--- src/msvs_pkg.sv ---
// Shared types, codes and helpers of the min-vruntime slice scheduler.
package msvs_pkg;

	// Default table depth and reset value of the slice register
	localparam int unsigned SLOTS_DEF   = 16;
	localparam logic [7:0]  SLICE_RESET = 8'd10;

	// Command codes of an input transaction
	localparam logic CMD_ADD      = 1'b0;
	localparam logic CMD_DISPATCH = 1'b1;

	// Result status codes
	localparam logic [1:0] ST_ADDED      = 2'd0;
	localparam logic [1:0] ST_FULL       = 2'd1;
	localparam logic [1:0] ST_DISPATCHED = 2'd2;
	localparam logic [1:0] ST_EMPTY      = 2'd3;

	// Configuration register indexes
	localparam logic REG_TIME_SLICE = 1'b0;

	// Running best/free record handed from cell to cell during a sweep
	typedef struct packed {
		logic        best_found;
		logic [31:0] best_vtime;
		logic [31:0] best_order;
		logic [15:0] best_id;
		logic [15:0] best_burst;
		logic        free_found;
	} sweep_rec_t;

	// Slot contents written into one cell
	typedef struct packed {
		logic        valid;
		logic [15:0] id;
		logic [15:0] burst;
		logic [31:0] vtime;
		logic [31:0] order;
	} slot_wr_t;

	// 32-bit add that sticks at all ones
	function automatic logic [31:0] sat_add32(input logic [31:0] a, input logic [31:0] b);
		logic [32:0] sum;
		sum = {1'b0, a} + {1'b0, b};
		return sum[32] ? '1 : sum[31:0];
	endfunction

endpackage

--- src/msvs_in_if.sv ---
// Input channel: task commands.
interface msvs_in_if;
	logic        valid;
	logic        ready;
	logic        cmd;
	logic [15:0] task_id;
	logic [15:0] burst_length;

	modport source (output valid, cmd, task_id, burst_length, input ready);
	modport sink   (input valid, cmd, task_id, burst_length, output ready);
endinterface

--- src/msvs_out_if.sv ---
// Output channel: one result per command.
interface msvs_out_if;
	logic        valid;
	logic        ready;
	logic [1:0]  status;
	logic [15:0] chosen_id;
	logic [7:0]  run_length;
	logic [15:0] burst_left;
	logic        task_done;
	logic [31:0] now;

	modport source (output valid, status, chosen_id, run_length, burst_left, task_done, now,
		input ready);
	modport sink   (input valid, status, chosen_id, run_length, burst_left, task_done, now,
		output ready);
endinterface

--- src/msvs_cell.sv ---
// One task slot of the chain: holds its entry and refines the passing sweep record.
module msvs_cell
	import msvs_pkg::*;
#(
	parameter int unsigned IDX_W = 4,
	parameter int unsigned INDEX = 0
) (
	input  logic             clk,
	input  logic             arst_n,
	input  logic             step_in,
	input  sweep_rec_t       rec_in,
	input  logic [IDX_W-1:0] best_idx_in,
	input  logic [IDX_W-1:0] free_idx_in,
	output logic             step_out,
	output sweep_rec_t       rec_out,
	output logic [IDX_W-1:0] best_idx_out,
	output logic [IDX_W-1:0] free_idx_out,
	input  logic             wr_en,
	input  slot_wr_t         wr_data
);

	localparam logic [IDX_W-1:0] MY_IDX = IDX_W'(INDEX);

	logic        valid_q;
	logic [15:0] id_q;
	logic [15:0] burst_q;
	logic [31:0] vtime_q;
	logic [31:0] order_q;

	logic        take_best;
	logic        take_free;
	sweep_rec_t  rec_nxt;

	// Slot storage; only the valid bit needs reset
	always_ff @(posedge clk or negedge arst_n) begin
		if (!arst_n) begin
			valid_q <= 1'b0;
		end else if (wr_en) begin
			valid_q <= wr_data.valid;
		end
	end

	always_ff @(posedge clk) begin
		if (wr_en) begin
			id_q    <= wr_data.id;
			burst_q <= wr_data.burst;
			vtime_q <= wr_data.vtime;
			order_q <= wr_data.order;
		end
	end

	// Strictly better only, so an earlier slot keeps a full tie
	always_comb begin
		take_best = valid_q && (!rec_in.best_found || vtime_q < rec_in.best_vtime ||
			(vtime_q == rec_in.best_vtime && order_q < rec_in.best_order));
		take_free = !valid_q && !rec_in.free_found;
		rec_nxt   = rec_in;
		if (take_best) begin
			rec_nxt.best_found = 1'b1;
			rec_nxt.best_vtime = vtime_q;
			rec_nxt.best_order = order_q;
			rec_nxt.best_id    = id_q;
			rec_nxt.best_burst = burst_q;
		end
		if (take_free) begin
			rec_nxt.free_found = 1'b1;
		end
	end

	// Hand the record to the next cell
	always_ff @(posedge clk or negedge arst_n) begin
		if (!arst_n) begin
			step_out <= 1'b0;
		end else begin
			step_out <= step_in;
		end
	end

	always_ff @(posedge clk) begin
		rec_out      <= rec_nxt;
		best_idx_out <= take_best ? MY_IDX : best_idx_in;
		free_idx_out <= take_free ? MY_IDX : free_idx_in;
	end

endmodule

--- src/min_vruntime_slice_scheduler_top.sv ---
// Top level of the min-vruntime slice scheduler: control, counters, chain of slot cells.
//
// Usage:
//  - in_ch carries commands: cmd 0 adds task_id with burst_length, cmd 1 dispatches
//    the queued task with the least virtual runtime (earliest insertion wins a tie).
//  - out_ch returns exactly one result transaction per command: status, chosen_id,
//    run_length, burst_left, task_done and the global time now.
//  - The APB port holds time_slice at byte address 0 (reset 10, zero acts as 1).
//  - Each command launches one sweep record down the row of SLOTS cells, one cell
//    per cycle; the record finds the least-runtime task and the lowest free slot.
//  - A result follows acceptance after the sweep through the cell chain and the
//    write-back step. One command is in the block at a time, so a new command is
//    accepted only after the previous one has been written back.
//  - The result sits in an output register: the next command is accepted while it
//    waits. If the receiver stalls longer, the following result holds in the
//    write-back step until the output register frees.
//  - Reset clears all slots, the insertion counter, the global time and the slice
//    register to its default; no clearing pass is needed.
module min_vruntime_slice_scheduler_top
	import msvs_pkg::*;
#(
	parameter int unsigned SLOTS = SLOTS_DEF
) (
	input  logic        clk,
	input  logic        arst_n,
	input  logic        psel,
	input  logic        penable,
	input  logic        pwrite,
	input  logic [2:0]  paddr,
	input  logic [31:0] pwdata,
	output logic [31:0] prdata,
	output logic        pready,
	msvs_in_if.sink     in_ch,
	msvs_out_if.source  out_ch
);

	localparam int unsigned IDX_W = (SLOTS > 1) ? $clog2(SLOTS) : 1;

	typedef enum logic [1:0] {
		S_IDLE,
		S_SCAN,
		S_UPDATE
	} state_t;

	state_t state_q;

	logic [7:0]  slice_q;
	logic        cmd_q;
	logic [15:0] id_q;
	logic [15:0] burst_q;
	logic        start_q;
	sweep_rec_t  fin_q;
	logic [IDX_W-1:0] fin_best_q;
	logic [IDX_W-1:0] fin_free_q;
	logic [31:0] insert_count_q;
	logic [31:0] global_time_q;

	logic        out_valid_q;
	logic [1:0]  status_q;
	logic [15:0] chosen_id_q;
	logic [7:0]  run_length_q;
	logic [15:0] burst_left_q;
	logic        task_done_q;
	logic [31:0] now_q;

	// Chain wiring
	logic             step_w     [SLOTS+1];
	sweep_rec_t       rec_w      [SLOTS+1];
	logic [IDX_W-1:0] best_idx_w [SLOTS+1];
	logic [IDX_W-1:0] free_idx_w [SLOTS+1];
	logic [SLOTS-1:0] wr_en;
	slot_wr_t         wr_data;

	logic        in_fire;
	logic        upd_fire;
	logic [7:0]  slice_eff;
	logic [15:0] run_full;
	logic [15:0] left;
	logic [31:0] vtime_new;
	logic [31:0] time_new;
	logic [31:0] count_inc;

	// APB register access
	assign pready = 1'b1;
	assign prdata = (paddr[2] == REG_TIME_SLICE) ? {24'd0, slice_q} : 32'd0;

	always_ff @(posedge clk or negedge arst_n) begin
		if (!arst_n) begin
			slice_q <= SLICE_RESET;
		end else if (psel && penable && pwrite && paddr[2] == REG_TIME_SLICE) begin
			slice_q <= pwdata[7:0];
		end
	end

	// Handshakes
	assign in_ch.ready = (state_q == S_IDLE);
	assign in_fire     = in_ch.valid && (state_q == S_IDLE);
	assign upd_fire    = (state_q == S_UPDATE) && (!out_valid_q || out_ch.ready);

	// Run length and saturating updates for a dispatch
	always_comb begin
		slice_eff = (slice_q == 8'd0) ? 8'd1 : slice_q;
		run_full  = (fin_q.best_burst < {8'd0, slice_eff}) ? fin_q.best_burst
			: {8'd0, slice_eff};
		left      = fin_q.best_burst - run_full;
		vtime_new = sat_add32(fin_q.best_vtime, {16'd0, run_full});
		time_new  = sat_add32(global_time_q, {16'd0, run_full});
		count_inc = sat_add32(insert_count_q, 32'd1);
	end

	// Cell write-back at the end of a command
	always_comb begin
		wr_en   = '0;
		wr_data = '0;
		if (cmd_q == CMD_ADD) begin
			wr_data.valid = 1'b1;
			wr_data.id    = id_q;
			wr_data.burst = burst_q;
			wr_data.vtime = 32'd0;
			wr_data.order = insert_count_q;
			if (upd_fire && fin_q.free_found) begin
				wr_en[fin_free_q] = 1'b1;
			end
		end else begin
			wr_data.valid = (left != 16'd0);
			wr_data.id    = fin_q.best_id;
			wr_data.burst = left;
			wr_data.vtime = vtime_new;
			wr_data.order = insert_count_q;
			if (upd_fire && fin_q.best_found) begin
				wr_en[fin_best_q] = 1'b1;
			end
		end
	end

	// Sequencer, counters and output register
	always_ff @(posedge clk or negedge arst_n) begin
		if (!arst_n) begin
			state_q        <= S_IDLE;
			start_q        <= 1'b0;
			insert_count_q <= 32'd0;
			global_time_q  <= 32'd0;
			out_valid_q    <= 1'b0;
		end else begin
			start_q <= 1'b0;
			if (out_valid_q && out_ch.ready) begin
				out_valid_q <= 1'b0;
			end
			case (state_q)
				S_IDLE: begin
					if (in_fire) begin
						start_q <= 1'b1;
						state_q <= S_SCAN;
					end
				end
				S_SCAN: begin
					if (step_w[SLOTS]) begin
						state_q <= S_UPDATE;
					end
				end
				S_UPDATE: begin
					if (upd_fire) begin
						out_valid_q <= 1'b1;
						state_q     <= S_IDLE;
						if (cmd_q == CMD_ADD) begin
							if (fin_q.free_found) begin
								insert_count_q <= count_inc;
							end
						end else if (fin_q.best_found) begin
							global_time_q <= time_new;
							if (left != 16'd0) begin
								insert_count_q <= count_inc;
							end
						end
					end
				end
				default: begin
					state_q <= S_IDLE;
				end
			endcase
		end
	end

	// Payload registers
	always_ff @(posedge clk) begin
		if (in_fire) begin
			cmd_q   <= in_ch.cmd;
			id_q    <= in_ch.task_id;
			burst_q <= in_ch.burst_length;
		end
		if (state_q == S_SCAN && step_w[SLOTS]) begin
			fin_q      <= rec_w[SLOTS];
			fin_best_q <= best_idx_w[SLOTS];
			fin_free_q <= free_idx_w[SLOTS];
		end
		if (upd_fire) begin
			status_q     <= ST_ADDED;
			chosen_id_q  <= 16'd0;
			run_length_q <= 8'd0;
			burst_left_q <= 16'd0;
			task_done_q  <= 1'b0;
			now_q        <= global_time_q;
			if (cmd_q == CMD_ADD) begin
				status_q <= fin_q.free_found ? ST_ADDED : ST_FULL;
			end else if (!fin_q.best_found) begin
				status_q <= ST_EMPTY;
			end else begin
				status_q     <= ST_DISPATCHED;
				chosen_id_q  <= fin_q.best_id;
				run_length_q <= run_full[7:0];
				burst_left_q <= left;
				task_done_q  <= (left == 16'd0);
				now_q        <= time_new;
			end
		end
	end

	assign out_ch.valid      = out_valid_q;
	assign out_ch.status     = status_q;
	assign out_ch.chosen_id  = chosen_id_q;
	assign out_ch.run_length = run_length_q;
	assign out_ch.burst_left = burst_left_q;
	assign out_ch.task_done  = task_done_q;
	assign out_ch.now        = now_q;

	// Row of slot cells; the sweep enters at cell 0 with an empty record
	assign step_w[0]     = start_q;
	assign rec_w[0]      = '0;
	assign best_idx_w[0] = '0;
	assign free_idx_w[0] = '0;

	for (genvar g = 0; g < SLOTS; g++) begin : g_cell
		msvs_cell #(
			.IDX_W (IDX_W),
			.INDEX (g)
		) u_cell (
			.clk          (clk),
			.arst_n       (arst_n),
			.step_in      (step_w[g]),
			.rec_in       (rec_w[g]),
			.best_idx_in  (best_idx_w[g]),
			.free_idx_in  (free_idx_w[g]),
			.step_out     (step_w[g+1]),
			.rec_out      (rec_w[g+1]),
			.best_idx_out (best_idx_w[g+1]),
			.free_idx_out (free_idx_w[g+1]),
			.wr_en        (wr_en[g]),
			.wr_data      (wr_data)
		);
	end

endmodule
--- src/flat_wrapper.sv ---
// flat-port wrapper written by rule: the top's interface ports become plain ports
module min_vruntime_slice_scheduler_top_flat import msvs_pkg::*;
#(
	parameter int unsigned SLOTS = SLOTS_DEF
)
  (clk, arst_n, psel, penable, pwrite, paddr, pwdata, prdata, pready, in_ch_valid, in_ch_cmd, in_ch_task_id, in_ch_burst_length, in_ch_ready, out_ch_valid, out_ch_status, out_ch_chosen_id, out_ch_run_length, out_ch_burst_left, out_ch_task_done, out_ch_now, out_ch_ready);
  msvs_in_if in_ch_i ();
  msvs_out_if out_ch_i ();
  input  logic clk;
  input  logic arst_n;
  input  logic psel;
  input  logic penable;
  input  logic pwrite;
  input  logic [2:0] paddr;
  input  logic [31:0] pwdata;
  output logic [31:0] prdata;
  output logic pready;
  input wire logic [$bits(in_ch_i.valid)-1:0] in_ch_valid;
  input wire logic [$bits(in_ch_i.cmd)-1:0] in_ch_cmd;
  input wire logic [$bits(in_ch_i.task_id)-1:0] in_ch_task_id;
  input wire logic [$bits(in_ch_i.burst_length)-1:0] in_ch_burst_length;
  output wire logic [$bits(in_ch_i.ready)-1:0] in_ch_ready;
  output wire logic [$bits(out_ch_i.valid)-1:0] out_ch_valid;
  output wire logic [$bits(out_ch_i.status)-1:0] out_ch_status;
  output wire logic [$bits(out_ch_i.chosen_id)-1:0] out_ch_chosen_id;
  output wire logic [$bits(out_ch_i.run_length)-1:0] out_ch_run_length;
  output wire logic [$bits(out_ch_i.burst_left)-1:0] out_ch_burst_left;
  output wire logic [$bits(out_ch_i.task_done)-1:0] out_ch_task_done;
  output wire logic [$bits(out_ch_i.now)-1:0] out_ch_now;
  input wire logic [$bits(out_ch_i.ready)-1:0] out_ch_ready;
  assign in_ch_i.valid = in_ch_valid;
  assign in_ch_i.cmd = in_ch_cmd;
  assign in_ch_i.task_id = in_ch_task_id;
  assign in_ch_i.burst_length = in_ch_burst_length;
  assign in_ch_ready = in_ch_i.ready;
  assign out_ch_valid = out_ch_i.valid;
  assign out_ch_status = out_ch_i.status;
  assign out_ch_chosen_id = out_ch_i.chosen_id;
  assign out_ch_run_length = out_ch_i.run_length;
  assign out_ch_burst_left = out_ch_i.burst_left;
  assign out_ch_task_done = out_ch_i.task_done;
  assign out_ch_now = out_ch_i.now;
  assign out_ch_i.ready = out_ch_ready;
  min_vruntime_slice_scheduler_top #(.SLOTS(SLOTS)) u_core (.clk(clk), .arst_n(arst_n), .psel(psel), .penable(penable), .pwrite(pwrite), .paddr(paddr), .pwdata(pwdata), .prdata(prdata), .pready(pready), .in_ch(in_ch_i), .out_ch(out_ch_i));
endmodule
--- config.mk ---
export PLATFORM = sky130hd
export DESIGN_NAME = min_vruntime_slice_scheduler_top_flat
export DESIGN_NICKNAME = d
export VERILOG_FILES = /design/src/msvs_pkg.sv /design/src/msvs_in_if.sv /design/src/msvs_out_if.sv /design/src/msvs_cell.sv /design/src/min_vruntime_slice_scheduler_top.sv /design/src/flat_wrapper.sv
export SDC_FILE = /design/constraint.sdc
export NUM_CORES = 2
export LEC_CHECK = 0
export ABC_AREA = 0
export BUFFER_PORTS_ARGS = -buffer_cell sky130_fd_sc_hd__buf_2
export CAP_MARGIN = 20
export CORE_MARGIN = 5
export CORE_UTILIZATION = 60
export CTS_CLUSTER_SIZE = 40
export DETAILED_ROUTE_END_ITERATION = 10
export HOLD_SLACK_MARGIN = 0.05
export MAX_ROUTING_LAYER = met4
export PLACE_DENSITY = 0.85
export SYNTH_ARGS = -nofsm -noshare
export SYNTH_HDL_FRONTEND = slang
export SYNTH_SLANG_ARGS = --single-unit
export TNS_END_PERCENT = 1
--- constraint.sdc ---
create_clock -name clk -period 14 [get_ports clk]
set_input_delay 0 -clock clk [delete_from_list [all_inputs] [get_ports clk]]
set_output_delay 0 -clock clk [all_outputs]
set_load 0.03 [all_outputs]
==> metrics.yaml <==
outcome:
  status: "completed"
detailed_routing:
  vias: 81300
  wl_per_cell_um: 25.2
  drt_iter0_drc: 8343
  via_per_inst: 6.02
  dr.pass1.iters: 6
  drc: 0
  final_antenna_net_count: 0
  drt-total-wl_um: 341000
synth:
  netlist_area_mm2: 0.135
  synth_seq_cells: 3460
  netlist_instances: 9746
  synth_edf_count: 1718
  ys.flop_type: "edfxtp_1"
  async_flop_share: 0.0312
  synth_cell_types: 83
  yosysWarnings: 0
  synth-seq-area-share: 0.644
  avgSynthCellArea_um2: 13.9
timing:
  finalSetupViolCount: 0
  period_needed_ns: 6.56
  worst_slack_ns: 7.44
  finalHoldViolCount: 0
  period_share: 0.469
  slew_violations: 0
  setup_tns_ns: 0
  relSlewSlack: 0.115
  fin_worst_skew_ns: 0.115
  rsz0062_at_grt: "false"
  worst_pin_slew_ns: 1.32
  max_freq_ghz: 0.152
critical_path:
  path_buf_inv: 1
  cp_cell_sequence: "or3_1 -> or3_1 -> nor3_1 -> o21ai_1 -> mux2i_1 -> ha_1 -> fa_1 -> a211oi_1 -> o21ai_0 -> a41o_1 -> a221o_1 -> nand3_1 -> buf_4 -> nand2_1 -> mux2i_1 -> nor2_2"
  worst_setup_path_start_kind: "flop"
  crit_type: "flop to flop"
  path_delay_family: "simple AND/OR/NAND/NOR gates"
  slowest_stage: "nor2_2"
  worst_ep_required_time_ns: 14.53
  crit_path_max_incr_delay_ns: 0.87
  endpoint_kind: "flop"
  arrival_ns: 7.10
  crit_path_max_fanout: 22
clocking:
  cts_resized: 0
  clk_latency_ns: 1.00
  cts.sinks: 3460
  clk_path_buf_depth: 4
  clkTransAtPathRegs_ns: 0.07
  cts_root_buf: "clkbuf_16"
  tritoncts: "yes"
  htreeDepth: 5
  cts_buffers: 342
die:
  fp.dieH_um: 484
  fp-row-count: 174
  io_pins: 185
  initial_core_util: 0.602
  fp.dieW_um: 484
  coreArea_mm2: 0.224
  die_area_mm2: 0.235
global_route:
  grt_pass1_vias: 85300
  grt_max_degree: 84
  overflow: 0
  grt_pass1_wl_um: 508000
  antenna_found_initial: 21
  grtUsageTotal: 0.291
place:
  io_buffers: 133
  place_congestion: 0.926
  placed_cells: 12800
  dp.final_hpwl_um: 210000
  pre_cts_ws_ns: 7.50
cells_and_area:
  area_growth_pct: 12.8
  postLayoutCoreUtil: 0.678
  nNetsFinal: 11300
  drive_gt1_frac: 0.220
  final_cells: 13500
worst_hold_path:
  hold_path_class: "primary input to async pin"
pwr:
  power_leakage_nw: 60.4
  peakVddDrop_v: 0.000160
  pwr_density_cell_mw_per_mm2: 140
job:
  cap_violations: 0
==> per-layer routing <==
layer | GRT usage | vias up | wire [um]
met1 | 0.355 | 40700 | 131000
met3 | 0.0522 | 925 | 27800
met5 | - | - | 0
li1 | - | 35900 | -
met2 | 0.472 | 3717 | 165000
met4 | 0.139 | 0 | 17400
==> area by class of cell <==
type	instances	area (um^2)
multi-input combinational	5043	43800
fill	14000	72200
timing repair buffer	358	2780
antenna	13	32.5
inverter	1035	3890
clock inverter	133	1340
clock buffer	479	9700
sequential	3460	87000
tap	2992	3740
==> repair_timing <==
| item | CTS | global route |
|---|---|---|
| setup buffers | 0 | 0 |
| endpoints found under the hold margin | 188 | 0 |
| hold buffers | 97 | 0 |
==> stage by stage <==
step	instance area [um^2]	hold WS, ns	total power [W]
4_1_cts	152000	0.140	0.0212
3_5_place_dp	140000	-0.0517	0.0123
6_report	152000	0.198	0.0212
3_3_place_gp	140000	-0.0519	0.0122
2_1_floorplan	135000	-0.296	0.0119
5_1_grt	152000	0.201	0.0218
==> synthesized netlist by cell type (12+ instances only) <==
cell	count	area, um^2
and4_1	26	228
xor2_1	19	166
o31ai_1	13	97.6
buf_4	25	188
nand3_1	130	651
o21ai_0	302	1510
nor2_1	244	916
o22ai_1	22	138
nor4_1	24	150
ha_1	993	12400
nor2b_1	63	394
o21a_1	21	158
nand4_1	152	951
mux2_2	1409	15900
a21oi_1	374	1870
nor3_1	74	370
dfxtp_1	1634	32700
dfrtp_1	106	2650
a21o_1	113	848
a31oi_1	57	357
and2_1	124	776
a2111oi_0	25	219
inv_1	1034	3880
a221oi_1	12	105
xnor2_1	31	272
nand2_1	333	1250
a211oi_1	60	450
o211ai_1	38	285
and3_1	54	338
or2_2	65	407
or3_1	12	75.1
nand2b_1	57	357
buf_2	35	175
clkbuf_1	174	653
edfxtp_1	1718	51600
mux2i_1	12	120
==> worst reg2reg max path: stages (launching register included) <==
cell and delay (ns):
edfxtp_1 0.47, or3_1 0.44, or3_1 0.42, nor3_1 0.22, o21ai_1 0.36, mux2i_1 0.69, ha_1 0.34, fa_1 0.27
a211oi_1 0.11, o21ai_0 0.30, a41o_1 0.36, a221o_1 0.50, nand3_1 0.24, buf_4 0.30, nand2_1 0.12, mux2i_1 0.08
nor2_2 0.87
==> logic make-up after synthesis <==
| kind of cell | count (synthesis) | synth area share |
|---|---|---|
| compound gates | 1142 | 0.0516 |
| xor+xnor | 51 | 0.00336 |
| fa+ha+maj | 996 | 0.0925 |
| buf+inv | 1282 | 0.0368 |
| flops | 3460 | 0.644 |
| mux | 1421 | 0.118 |
| other cells | 2 | 0.0000556 |
| simple gates | 1392 | 0.0529 |
==> sequential cells by signal, summed over array words and instances, names as in the netlist, 2 cells and up <==
register and count:
u_core.burst_q 16, u_core.g_cell.u_cell.burst_q 256, u_core.g_cell.u_cell.valid_q 16, u_core.g_cell.u_cell.step_out 16, u_core.g_cell.u_cell.free_idx_out 49, u_core.fin_best_q 4, u_core.fin_free_q 4, u_core.slice_q 8
u_core.g_cell.u_cell.rec_out 1536, u_core.g_cell.u_cell.order_q 512, u_core.out_ch.run_length 8, u_core.out_ch.now 32, u_core.global_time_q 32, u_core.out_ch.burst_left 16, u_core.g_cell.u_cell.best_idx_out 49, u_core.g_cell.u_cell.vtime_q 512
u_core.fin_q 66, u_core.insert_count_q 32, u_core.state_q 2, u_core.g_cell.u_cell.id_q 256, u_core.out_ch.chosen_id 16, u_core.id_q 16, u_core.out_ch.status 2
==> cells in the final DEF, fill, tap and decap left out, types with 57 or more instances in the layout <==
cell and instances:
edfxtp_1 1718, dfxtp_1 1634, mux2_2 1409, inv_1 1033
ha_1 993, a21oi_1 360, clkbuf_16 350, nand2_1 331
o21ai_0 301, nor2_1 236, nand4_1 152, buf_2 132
nand3_1 130, and2_1 123, a21o_1 113, buf_4 111
dfrtp_1 105, dlygate4sd3_1 96, clkbuf_1 83, nor3_1 72
or2_2 65, nor2b_1 63, a211oi_1 59, a31oi_1 57
nand2b_1 57
==> power breakdown <==
part	switching (W)	internal, W	total, W
logic	0.000647	0.000472	0.00112
registers	0.000132	0.0109	0.0110
clock network	0.00382	0.00529	0.00912
total	0.00460	0.0166	0.0212
==> worst paths after layout <==
path,start,end,slack (ns),cells past startpoint
max,u_core.fin_q[11],u_core.g_cell[10].u_cell.vtime_q[21],7.44,16
min,arst_n,u_core.global_time_q[8],0.20,4
max reg2reg,u_core.fin_q[11],u_core.g_cell[10].u_cell.vtime_q[21],7.44,16
min reg2reg,u_core.g_cell[10].u_cell.step_out,u_core.g_cell[11].u_cell.step_out,0.35,0
max in group asynchronous,arst_n,u_core.insert_count_q[11],12.78,4
min in group clk,in_ch_valid,u_core.burst_q[3],0.24,3
No activity file was read; power rests on OpenSTA's default activity.
